File: config.mk
export PLATFORM = sky130hd
export DESIGN_NAME = rolling_hash_chunk_boundary_unit
export DESIGN_NICKNAME = d
export VERILOG_FILES = /design/src/design/rhcb_pkg.sv /design/src/design/rhcb_radix4_rem.sv /design/src/design/rolling_hash_chunk_boundary_unit.sv
export SDC_FILE = /design/constraint.sdc
export NUM_CORES = 1
export LEC_CHECK = 0
export BUFFER_PORTS_ARGS = -buffer_cell sky130_fd_sc_hd__buf_4
export CAP_MARGIN = 40
export CORE_ASPECT_RATIO = 0.5
export CORE_MARGIN = 4
export CORE_UTILIZATION = 55
export DETAILED_ROUTE_END_ITERATION = 10
export PLACE_DENSITY = 0.72
export SLEW_MARGIN = 20
export SYNTH_ARGS = -nofsm -noshare
export SYNTH_HDL_FRONTEND = slang
export SYNTH_SLANG_ARGS = --single-unit
File: constraint.sdc
create_clock -name i_clk -period 30.7 [get_ports i_clk]
set_input_delay 6.14 -clock i_clk [delete_from_list [all_inputs] [get_ports i_clk]]
set_output_delay 6.14 -clock i_clk [all_outputs]
set_load 0.01 [all_outputs]
File: src/design/rhcb_pkg.sv
// ----------------------------------------------------------------------------
// rhcb_pkg
// Shared types and constants of the rolling hash chunk boundary unit: hash
// constants, widths of the remainder datapath and its request/response structs.
// ----------------------------------------------------------------------------
package rhcb_pkg;

    // polynomial hash constants
    localparam int unsigned HASH_BASE = 257;
    localparam int unsigned HASH_MOD  = 1000000007;

    // widths
    localparam int HASH_W = 30;   // hash and remainder values, all below 2^30
    localparam int POS_W  = 32;   // byte positions and lengths
    localparam int MIN_W  = 16;   // minimum chunk length register
    localparam int ACC_W  = 46;   // remainder accumulator and shifted divisor
    localparam int CNT_W  = 4;    // radix-4 step counter

    // radix-4 step counts: hash reduction covers a quotient below 4^5,
    // boundary remainder covers a 30-bit dividend
    localparam logic [CNT_W-1:0] HASH_STEPS = CNT_W'(5);
    localparam logic [CNT_W-1:0] DIV_STEPS  = CNT_W'(15);
    localparam int               DIV_SHIFT  = 28;

    // modulus aligned to the first radix-4 digit of the hash reduction
    localparam logic [ACC_W-1:0] HASH_DSH = ACC_W'(64'(HASH_MOD) << 8);
    // bias that keeps the hash update non-negative: 256 * modulus
    localparam logic [39:0]      MOD_BIAS = 40'(64'(HASH_MOD) * 64'd256);

    // request to the shared remainder unit
    typedef struct packed {
        logic             start;
        logic [ACC_W-1:0] acc;
        logic [ACC_W-1:0] dsh;
        logic [CNT_W-1:0] steps;
    } t_rem_req;

    // response of the shared remainder unit
    typedef struct packed {
        logic              busy;
        logic              done;
        logic [HASH_W-1:0] rem;
    } t_rem_rsp;

endpackage

File: src/design/rhcb_radix4_rem.sv
// ----------------------------------------------------------------------------
// rhcb_radix4_rem
// Iterative radix-4 remainder unit. Each cycle subtracts the largest of
// 3d, 2d, d (d shifted to the current digit) that fits, then moves d down
// by one digit. Used for both the modular hash update and the boundary test.
// ----------------------------------------------------------------------------
module rhcb_radix4_rem
    import rhcb_pkg::*;
(
    input  logic     i_clk,
    input  logic     i_rst_n,
    input  t_rem_req i_req,
    output t_rem_rsp o_rsp
);

    logic [ACC_W-1:0] r_acc;
    logic [ACC_W-1:0] r_dsh;
    logic [CNT_W-1:0] r_cnt;
    logic             r_busy;
    logic             r_done;

    logic [ACC_W+1:0] acc_x;
    logic [ACC_W+1:0] d1;
    logic [ACC_W+1:0] d2;
    logic [ACC_W+1:0] d3;
    logic [ACC_W-1:0] n_acc;

    // one radix-4 digit: pick the largest multiple that fits
    always_comb begin
        acc_x = {2'b00, r_acc};
        d1    = {2'b00, r_dsh};
        d2    = {1'b0, r_dsh, 1'b0};
        d3    = d1 + d2;
        if (acc_x >= d3) begin
            n_acc = ACC_W'(acc_x - d3);
        end else if (acc_x >= d2) begin
            n_acc = ACC_W'(acc_x - d2);
        end else if (acc_x >= d1) begin
            n_acc = ACC_W'(acc_x - d1);
        end else begin
            n_acc = r_acc;
        end
    end

    // payload registers
    always_ff @(posedge i_clk) begin
        if (i_req.start) begin
            r_acc <= i_req.acc;
            r_dsh <= i_req.dsh;
        end else if (r_busy) begin
            r_acc <= n_acc;
            r_dsh <= r_dsh >> 2;
        end
    end

    // step control
    always_ff @(posedge i_clk) begin
        if (!i_rst_n) begin
            r_busy <= 1'b0;
            r_done <= 1'b0;
            r_cnt  <= '0;
        end else begin
            r_done <= 1'b0;
            if (i_req.start) begin
                r_busy <= 1'b1;
                r_cnt  <= i_req.steps;
            end else if (r_busy) begin
                r_cnt <= r_cnt - CNT_W'(1);
                if (r_cnt == CNT_W'(1)) begin
                    r_busy <= 1'b0;
                    r_done <= 1'b1;
                end
            end
        end
    end

    assign o_rsp.busy = r_busy;
    assign o_rsp.done = r_done;
    assign o_rsp.rem  = r_acc[HASH_W-1:0];

endmodule

File: src/design/rolling_hash_chunk_boundary_unit.sv
// ----------------------------------------------------------------------------
// rolling_hash_chunk_boundary_unit
// Content-defined chunker: rolling hash over the last WINDOW bytes, a chunk boundary where the
// window is full, the chunk reaches the minimum length and the hash is divisible by that minimum.
// ----------------------------------------------------------------------------
// Flow: a byte is taken only once the previous one is done, paced by the shared radix-4 remainder
//   unit (5 steps for the modular hash update, 15 for the boundary test) and
//   the sequencer states; longer while an earlier chunk transaction is held.
// Sequence: a taken byte passes S_MUL, S_LOAD, S_HMOD, S_DMOD and S_EMIT, where its chunk is registered.
// Reset: synchronous, active low; clears positions, hash, output valid and
//   sets the minimum chunk length to 64. The window bytes are not cleared.
// ----------------------------------------------------------------------------
module rolling_hash_chunk_boundary_unit
    import rhcb_pkg::*;
#(
    parameter int WINDOW = 16
) (
    input  logic        i_clk,
    input  logic        i_rst_n,
    // configuration write channel
    input  logic        i_cfg_valid,
    output logic        o_cfg_ready,
    input  logic [15:0] i_cfg_data,     // min_chunk_length
    // byte stream in
    input  logic        s_axis_tvalid,
    output logic        s_axis_tready,
    input  logic [7:0]  s_axis_tdata,   // [7:0] data_byte
    input  logic        s_axis_tlast,   // last_byte
    // chunk stream out
    output logic        m_axis_tvalid,
    input  logic        m_axis_tready,
    output logic [63:0] m_axis_tdata,   // [31:0] chunk_start, [63:32] chunk_length
    output logic        m_axis_tlast    // last_chunk
);

    // 257^n mod modulus, evaluated at elaboration
    function automatic logic [HASH_W-1:0] pow_mod(input int n);
        logic [63:0] w;
        w = 64'd1;
        for (int k = 0; k < n; k++) begin
            w = (w * 64'(HASH_BASE)) % 64'(HASH_MOD);
        end
        return w[HASH_W-1:0];
    endfunction

    // weight of the leaving byte after the next multiply by the base
    localparam logic [HASH_W-1:0] OLD_WEIGHT = pow_mod(WINDOW);
    localparam logic [POS_W-1:0]  WIN_LEN    = POS_W'(WINDOW);
    localparam logic [POS_W-1:0]  POS_MAX    = '1;

    typedef enum logic [2:0] {
        S_IDLE,
        S_MUL,
        S_LOAD,
        S_HMOD,
        S_DMOD,
        S_EMIT
    } t_state;

    t_state            r_state;
    logic [7:0]        r_window [WINDOW];
    logic [7:0]        r_byte;
    logic              r_last;
    logic              r_full;
    logic [37:0]       r_prod;
    logic [HASH_W-1:0] r_hash;
    logic [POS_W-1:0]  r_bytes_seen;
    logic [POS_W-1:0]  r_cur_start;
    logic [POS_W-1:0]  r_len;
    logic [MIN_W-1:0]  r_min;
    logic              r_rem_zero;
    logic              r_out_valid;
    logic [POS_W-1:0]  r_out_start;
    logic [POS_W-1:0]  r_out_len;
    logic              r_out_last;

    t_rem_req          rem_req;
    t_rem_rsp          rem_rsp;
    logic [MIN_W-1:0]  divisor;
    logic [39:0]       hash_sum;
    logic              boundary;
    logic              out_free;

    // shared remainder unit
    rhcb_radix4_rem u_rem (
        .i_clk   (i_clk),
        .i_rst_n (i_rst_n),
        .i_req   (rem_req),
        .o_rsp   (rem_rsp)
    );

    assign divisor  = (r_min == '0) ? MIN_W'(1) : r_min;
    assign out_free = !r_out_valid || m_axis_tready;

    // 257*h + byte - old*257^WINDOW, kept positive by the bias
    assign hash_sum = ({10'b0, r_hash} << 8) + {10'b0, r_hash} + {32'b0, r_byte}
                    + MOD_BIAS - {2'b0, r_prod};

    // requests to the remainder unit
    always_comb begin
        rem_req.start = 1'b0;
        rem_req.acc   = ACC_W'(hash_sum);
        rem_req.dsh   = HASH_DSH;
        rem_req.steps = HASH_STEPS;
        if (r_state == S_LOAD) begin
            rem_req.start = 1'b1;
        end else if (r_state == S_HMOD && rem_rsp.done) begin
            rem_req.start = 1'b1;
            rem_req.acc   = ACC_W'(rem_rsp.rem);
            rem_req.dsh   = ACC_W'({divisor, DIV_SHIFT'(0)});
            rem_req.steps = DIV_STEPS;
        end
    end

    // boundary test after the remainder is known
    assign boundary = (r_bytes_seen >= WIN_LEN) && (r_len != '0)
                    && (r_len >= POS_W'(r_min)) && r_rem_zero;

    // window shift line, no reset
    always_ff @(posedge i_clk) begin
        if (r_state == S_MUL) begin
            r_window[0] <= r_byte;
            for (int k = 1; k < WINDOW; k++) begin
                r_window[k] <= r_window[k-1];
            end
        end
    end

    // configuration register
    always_ff @(posedge i_clk) begin
        if (!i_rst_n) begin
            r_min <= MIN_W'(64);
        end else if (i_cfg_valid) begin
            r_min <= i_cfg_data;
        end
    end

    // sequencer and output register
    always_ff @(posedge i_clk) begin
        if (!i_rst_n) begin
            r_state      <= S_IDLE;
            r_hash       <= '0;
            r_bytes_seen <= '0;
            r_cur_start  <= '0;
            r_out_valid  <= 1'b0;
        end else begin
            // output register: load a closed chunk, else release on handshake
            if (r_state == S_EMIT && out_free && (boundary || r_last)) begin
                r_out_valid <= 1'b1;
                r_out_start <= r_cur_start;
                r_out_len   <= (r_len == '0) ? POS_W'(1) : r_len;
                r_out_last  <= r_last;
            end else if (r_out_valid && m_axis_tready) begin
                r_out_valid <= 1'b0;
            end
            case (r_state)
                S_IDLE: begin
                    if (s_axis_tvalid) begin
                        r_byte  <= s_axis_tdata;
                        r_last  <= s_axis_tlast;
                        r_full  <= (r_bytes_seen >= WIN_LEN);
                        r_state <= S_MUL;
                    end
                end
                S_MUL: begin
                    r_prod <= r_full ? (38'(r_window[WINDOW-1]) * 38'(OLD_WEIGHT)) : '0;
                    if (r_bytes_seen != POS_MAX) begin
                        r_bytes_seen <= r_bytes_seen + POS_W'(1);
                    end
                    r_state <= S_LOAD;
                end
                S_LOAD: begin
                    r_len   <= r_bytes_seen - r_cur_start;
                    r_state <= S_HMOD;
                end
                S_HMOD: begin
                    if (rem_rsp.done) begin
                        r_hash  <= rem_rsp.rem;
                        r_state <= S_DMOD;
                    end
                end
                S_DMOD: begin
                    if (rem_rsp.done) begin
                        r_rem_zero <= (rem_rsp.rem == '0);
                        r_state    <= S_EMIT;
                    end
                end
                S_EMIT: begin
                    if (out_free) begin
                        if (r_last) begin
                            r_hash       <= '0;
                            r_bytes_seen <= '0;
                            r_cur_start  <= '0;
                        end else if (boundary) begin
                            r_cur_start <= r_bytes_seen;
                        end
                        r_state <= S_IDLE;
                    end
                end
                default: begin
                    r_state <= S_IDLE;
                end
            endcase
        end
    end

    assign o_cfg_ready   = 1'b1;
    assign s_axis_tready = (r_state == S_IDLE);
    assign m_axis_tvalid = r_out_valid;
    assign m_axis_tdata  = {r_out_len, r_out_start};
    assign m_axis_tlast  = r_out_last;

    // the block stays busy with a byte after taking it
    a_busy_after_accept: assert property (@(posedge i_clk) disable iff (!i_rst_n)
        (s_axis_tvalid && s_axis_tready) |=> !s_axis_tready)
        else $error("byte taken while previous byte still in work");

    // hash stays reduced
    a_hash_reduced: assert property (@(posedge i_clk) disable iff (!i_rst_n)
        r_hash < HASH_W'(HASH_MOD))
        else $error("rolling hash not reduced");

    // no empty chunk is reported
    a_len_nonzero: assert property (@(posedge i_clk) disable iff (!i_rst_n)
        m_axis_tvalid |-> (m_axis_tdata[63:32] != 32'd0))
        else $error("zero-length chunk transaction");

    // remainder results arrive only while the sequencer waits for them
    a_rem_done_expected: assert property (@(posedge i_clk) disable iff (!i_rst_n)
        rem_rsp.done |-> (r_state == S_HMOD || r_state == S_DMOD))
        else $error("remainder result with no request pending");

endmodule

## After elaboration in Yosys (flattened, before gate mapping)

Memory sizes are Yosys's and may differ from the RTL's.
Cells that the tools add are included.

| storage, ports and cells | value |
|---|---|
| register bits after elaboration | 358 |
| latch bits | 0 |
| bits in writable memories | 128 |
| memory bits (read-only) | 0 |
| input port bits | 30 |
| output and inout bits | 68 |
| logic and storage cells | 125 |
| memories kept | 1 |

Memories:

| name | words | width | rd ports | clocked after Yosys merged registers in | wr ports | line | text |
|---|---|---|---|---|---|---|---|
| r_window | 16 | 8 | 16 | 0 | 16 | rolling_hash_chunk_boundary_unit.sv:61 | `logic [7:0] r_window [WINDOW];` |

| cells by class | value |
|---|---|
| $add $sub $neg | 11 |
| multiply operators | 1 |
| div/mod/pow operators | 0 |
| magnitude comparators | 5 |
| equality and inequality tests | 14 |
| shift-type cells | 0 |
| mux-type cells | 36 |
| bitwise logic cells | 2 |
| reduce and logical (&&, ||, !) cells | 33 |

Operator list:

| kind | count |
|---|---|
| 46-bit two-way mux | 7 |
| 32-bit two-way mux | 5 |
| 46-bit subtractor | 3 |
| 97-bit two-way mux | 1 |
| 96-bit two-way mux | 1 |
| 30-bit two-way mux | 3 |
| 32-bit case mux with 2 select lines | 1 |
| 30-bit case mux with 2 select lines | 1 |
| 46-bit by 47-bit adder with 48-bit output | 1 |
| 46-bit by 48-bit >= comparator with 1-bit output | 1 |
| 46-bit by 47-bit >= comparator with 1-bit output | 1 |
| 46-bit >= comparator | 1 |
| 39-bit by 8-bit adder with 40-bit output | 1 |
| 40-bit by 38-bit adder with 40-bit output, second input constant | 1 |
| 40-bit by 38-bit subtractor with 40-bit output | 1 |
| 38-bit by 30-bit adder with 39-bit output | 1 |
| 32-bit by 1-bit adder with 32-bit output, second input constant | 1 |
| 32-bit by 16-bit >= comparator with 1-bit output | 1 |
| 32-bit by 5-bit >= comparator with 1-bit output, second input constant | 1 |
| 32-bit logical NOT | 1 |
| 8-bit by 24-bit multiplier with 32-bit output, second input constant | 1 |
| 32-bit != test, second input constant | 1 |
| 32-bit nonzero test | 1 |
| 32-bit subtractor | 1 |
| 26 further kinds | 64 |

## Logic depth before layout (Yosys ltp)

| depth | value |
|---|---|
| word-level depth | 8 |
| depth in mapped cells | 27 |
| depth with buffers taken out | 26 |

## By module

From an unflattened synthesis, not the netlist that was laid out.

| second synthesis, totals | value |
|---|---|
| cell total of the unflattened synthesis | 4,036 |
| area total of the unflattened synthesis | 37,253.2 µm² |

Modules (own cells, without submodules):

| module | instances | cells an instance | area an instance (µm²) | sequential area each (µm²) |
|---|---|---|---|---|
| rolling_hash_chunk_boundary_unit | 1 | 2,074 | 21,894.7 | 10,329.9 |
| rhcb_radix4_rem | 1 | 1,962 | 15,358.5 | 2,882.8 |

## Worst setup path before layout

OpenSTA, ideal clock, no wires.

| timing path | value |
|---|---|
| path type | register to register |
| from | register r_state[0] |
| to | register r_bytes_seen[27] |
| setup time | 0.128 ns |
| arrival | 11.580 ns |
| data required time | 30.572 ns |
| path slack | 18.992 ns |
| cell stages (with the launch flop) | 10 |
| path buffers | 1 |
| clock period less this slack | 11.708 ns |
| cells stage by stage | dfxtp_1 > nor3b_1 > o21a_1 > a21o_1 > and4_1 > clkbuf_1 > and2_1 > nor4bb_1 > xnor2_1 > nor2_1 |

| on the way | value |
|---|---|
| word-level cells in the longest chain between the ends | 3 |
| elaborated cells on any way between the ends | 8 |
| classes of those cells | 5 x eq/ne; 1 x mux; 2 x reduce/logical |

Ends and longest elaborated chain:

| element | line | text |
|---|---|---|
| from (decl) | rolling_hash_chunk_boundary_unit.sv:60 | `t_state r_state;` |
| from (signal assigned) | rolling_hash_chunk_boundary_unit.sv:141 | `r_state <= S_IDLE;` |
| from (signal assigned) | rolling_hash_chunk_boundary_unit.sv:162 | `r_state <= S_MUL;` |
| from (signal assigned) | rolling_hash_chunk_boundary_unit.sv:170 | `r_state <= S_LOAD;` |
| 3-bit by 1-bit equality test with 1-bit output or 3-bit equality test (tied branches) | rolling_hash_chunk_boundary_unit.sv:156 | `case (r_state)` |
| 2-bit by 1-bit != test with 1-bit output (no source line), or another cell as far along | n/a |  |
| 4-bit AND reduction (no source line) | n/a |  |
| to (signal assigned) | rolling_hash_chunk_boundary_unit.sv:168 | `r_bytes_seen <= r_bytes_seen + POS_W'(1);` |
| to (decl) | rolling_hash_chunk_boundary_unit.sv:67 | `logic [POS_W-1:0] r_bytes_seen;` |

Parallel ways exist; a longest one is shown, timed or not.
A chain may end at the register's enable or synchronous reset.

## Worst setup path after layout

| timing path | value |
|---|---|
| from | input port i_rst_n |
| to | register r_len[16], enable pin |

| on the way | value |
|---|---|
| word-level cells in the longest chain between the ends | 1 |

Ends and longest elaborated chain:

| element | line | text |
|---|---|---|
| from (decl) | rolling_hash_chunk_boundary_unit.sv:19 | `input logic i_rst_n,` |
| 2-bit AND reduction (no source line) | n/a |  |
| to (signal assigned) | rolling_hash_chunk_boundary_unit.sv:173 | `r_len <= r_bytes_seen - r_cur_start;` |
| to (decl) | rolling_hash_chunk_boundary_unit.sv:69 | `logic [POS_W-1:0] r_len;` |

No other way between the ends.

==> results by group <==
Status
  • Status: finished, final reports clean

Die
  • Area of the core: ~0.06 mm2
  • I/O pins: a little under 100
  • Site row count: between 60 and 70
  • Chip Width: ~360 um
  • Die Y: 185 um
  • Starting Density: 0.560
  • Die Footprint: 0.0670 mm2

Worst setup path
  • Required @ worst endpoint: 30.92 ns
  • Worst-path maximum fanout: 71
  • CP Launch Type: primary input
  • Crit path DAT: 8.00 ns
  • Worst Setup End Kind: flip-flop
  • Critical path type: primary input to flip-flop

STA
  • Fmax: 0.129 GHz
  • Final min period: 7.78 ns
  • Final period util: 0.253
  • Slew margin rel.: 0.456
  • Setup TNS: 0 ns
  • Skew final: 0.0420 ns
  • Fin. max-slew vios: 0
  • Fin. Hold Viols: 0
  • Worst Tran Pin Value: 0.813 ns
  • Final worst slack: 22.92 ns
  • Setup-failing EPs final: 0
  • RSZ-0062 raised after global routing: no

Cells and area
  • Final Util: 0.608
  • Share of post-route cells with drive strength above 1: 0.0603
  • Most frequent cells in the layout: ha_1 (372), edfxtp_1 (358), inv_1 (313)
  • Sequential Area: 0.0132 mm2
  • Syn-to-layout area delta: 8.68%
  • Fillcell total: around 5100
  • Most common cell after layout, fill and taps aside: ha_1
  • Nets: approximately 4000
  • Multi-input logic area: 0.0197 mm2
  • Fin area: 0.0375 mm2

Yosys
  • Syn Inst Count: 3559
  • Mean Syn Cell Area: 9.68 um2
  • Syn Nets: just over 4000
  • Cell area after synthesis: 0.0345 mm2
  • EDFF count, synth: 358
  • Post-synth ARST share: 0
  • Sequential area share after synthesis: 0.382
  • Most used flip-flop cell after synthesis: edfxtp_1
  • Synth cell types: 79
  • Yosys reg bits: 478
  • YS warnings: 0

Hold path
  • Min-delay worst type: flip-flop to flip-flop

Global routing
  • GRT Resource Usage Total: 0.268
  • Global-route wire length before repair: roughly 140 mm
  • Vias in the first global route: 25489
  • Pin count of the biggest net entering global routing: 72
  • GRT overflow: 0
  • Antenna violations before repair: 2

Clock tree
  • H-tree levels: 2
  • CTS Sinks: ~480
  • Num CTS Buffers: 46
  • Clk Latency, worst-skew pair: a little over 0.6 ns
  • Hold buffer count at CTS: 0
  • Post-CTS Setup Repair Bufs: 0
  • Worst-path clk slew: 0.07 ns
  • CTS Buffer Depth: 3
  • Root Driver: clkbuf_16
  • Resized Gates After CTS: 0
  • CTS tree: yes

Place
  • Placed Area: approximately 0.036 mm2
  • Routability cong.: just under 1
  • DPL Wire Length: 69.9 mm
  • PortBufs: between 90 and 100
  • Place WS: around 22 ns

Power and ir drop
  • Seq pwr share: 0.246
  • Switching Share: 0.468
  • Switching power: 1.78 mW
  • Combinational Power Share: 0.603
  • Power Dens Cells: 102 mW/mm2
  • Max IR drop VDD: 0.0516 mV
  • Int Pwr: approximately 2.0 mW
  • LEAKAGE: 15.6 nW
  • Clock Power Share: 0.151

Detailed routing
  • DR DRC count: 0
  • Vias/cell: a little over 6
  • DR vias: 26934
  • DRT antenna net count: 0
  • Final Routed Wirelength: 91.3 mm
  • Detailed Route Iter0 Violations: around 2500
  • Pre-antenna DRT Iters: 6
  • WL/cell: 20.5 um

Job
  • Max-cap violations: 0
worst max-delay path: stages:
cell and delay [ns]:
buf_4 0.39, buf_4 0.63, and2_2 0.80
power groups by stage:
stage	registers, mW	clock network [mW]	logic [mW]
floorplan	0.883	0	1.69
detailed placement	0.945	0	2.21
finish	0.940	0.574	2.30
global route	0.942	0.615	2.52
CTS	0.932	0.585	2.24
global placement	0.945	0	2.20
area by class of cell:
class / instances / area share
diodes: 1 / 0.0000668
clock buffers: 67 / 0.0350
clock inverters: 18 / 0.00514
inverters: 313 / 0.0314
multi-input cells: 2635 / 0.525
flip-flops and latches: 478 / 0.351
well taps: 825 / 0.0276
repair buffers: 119 / 0.0251
kinds of logic (layout without fill, tap and decap cells):
| group | after synthesis | count (layout) | share of synthesized area |
|---|---|---|---|
| XOR/XNOR | 274 | 274 | 0.0696 |
| multiplexers | 54 | 54 | 0.0158 |
| adder cells (fa/ha/maj) | 447 | 447 | 0.179 |
| buffers and inverters | 446 | 517 | 0.0494 |
| other | 1 | 2 | 0.000109 |
| flip-flops | 478 | 478 | 0.382 |
| AO/OA/AOI/OAI | 952 | 952 | 0.177 |
| AND/OR/NAND/NOR | 907 | 907 | 0.128 |
synthesized netlist by cell type (all sizes together) (75+ instances only):
library cell,n,share of area
xnor2,156,0.040
a21oi,288,0.042
fa,75,0.044
xor2,118,0.030
o21ai,183,0.027
edfxtp,358,0.31
a21o,136,0.030
nand2,236,0.026
nand3,103,0.015
inv,313,0.034
ha,372,0.14
nor2,231,0.025
dfxtp,120,0.070
clkbuf,113,0.012
worst paths after layout:
check,from,endpoint,slack (ns),depth (start not counted)
worst max-delay path,i_rst_n,r_len[16],22.92,3
worst max register to register,u_rem.r_dsh[1],u_rem.r_acc[36],22.93,26
worst min register to register,r_window[1][1],r_window[1][9],0.41,0
worst min-delay path,r_window[1][1],r_window[1][9],0.41,0
state kept, by name, indices dropped and copies added, names as in the netlist, 32 cells and up:
signal	flops
r_bytes_seen	32
r_cur_start	32
r_len	32
r_out_len	32
r_out_start	32
r_prod	32
r_window	128
u_rem.r_acc	46
u_rem.r_dsh	44
metal layers:
layer / up-vias / track usage / share of wire
met5: - / 0 / 0.00013
met3: 146 / 0.0537 / 0.091
li1: 12941 / - / -
met4: 2 / 0.0600 / 0.021
met2: 972 / 0.403 / 0.42
met1: 12873 / 0.401 / 0.47
through the flow:
stage | hold WS (ns) | std cells | power, mW
2_1_floorplan | 0.400 | 3559 | 2.57
3_3_place_gp | 0.401 | 4363 | 3.14
3_5_place_dp | 0.405 | 4367 | 3.16
4_1_cts | 0.412 | 4452 | 3.75
5_1_grt | 0.422 | 4455 | 4.07
6_report | 0.415 | 4456 | 3.82
No activity file was read; power rests on OpenSTA's default activity.
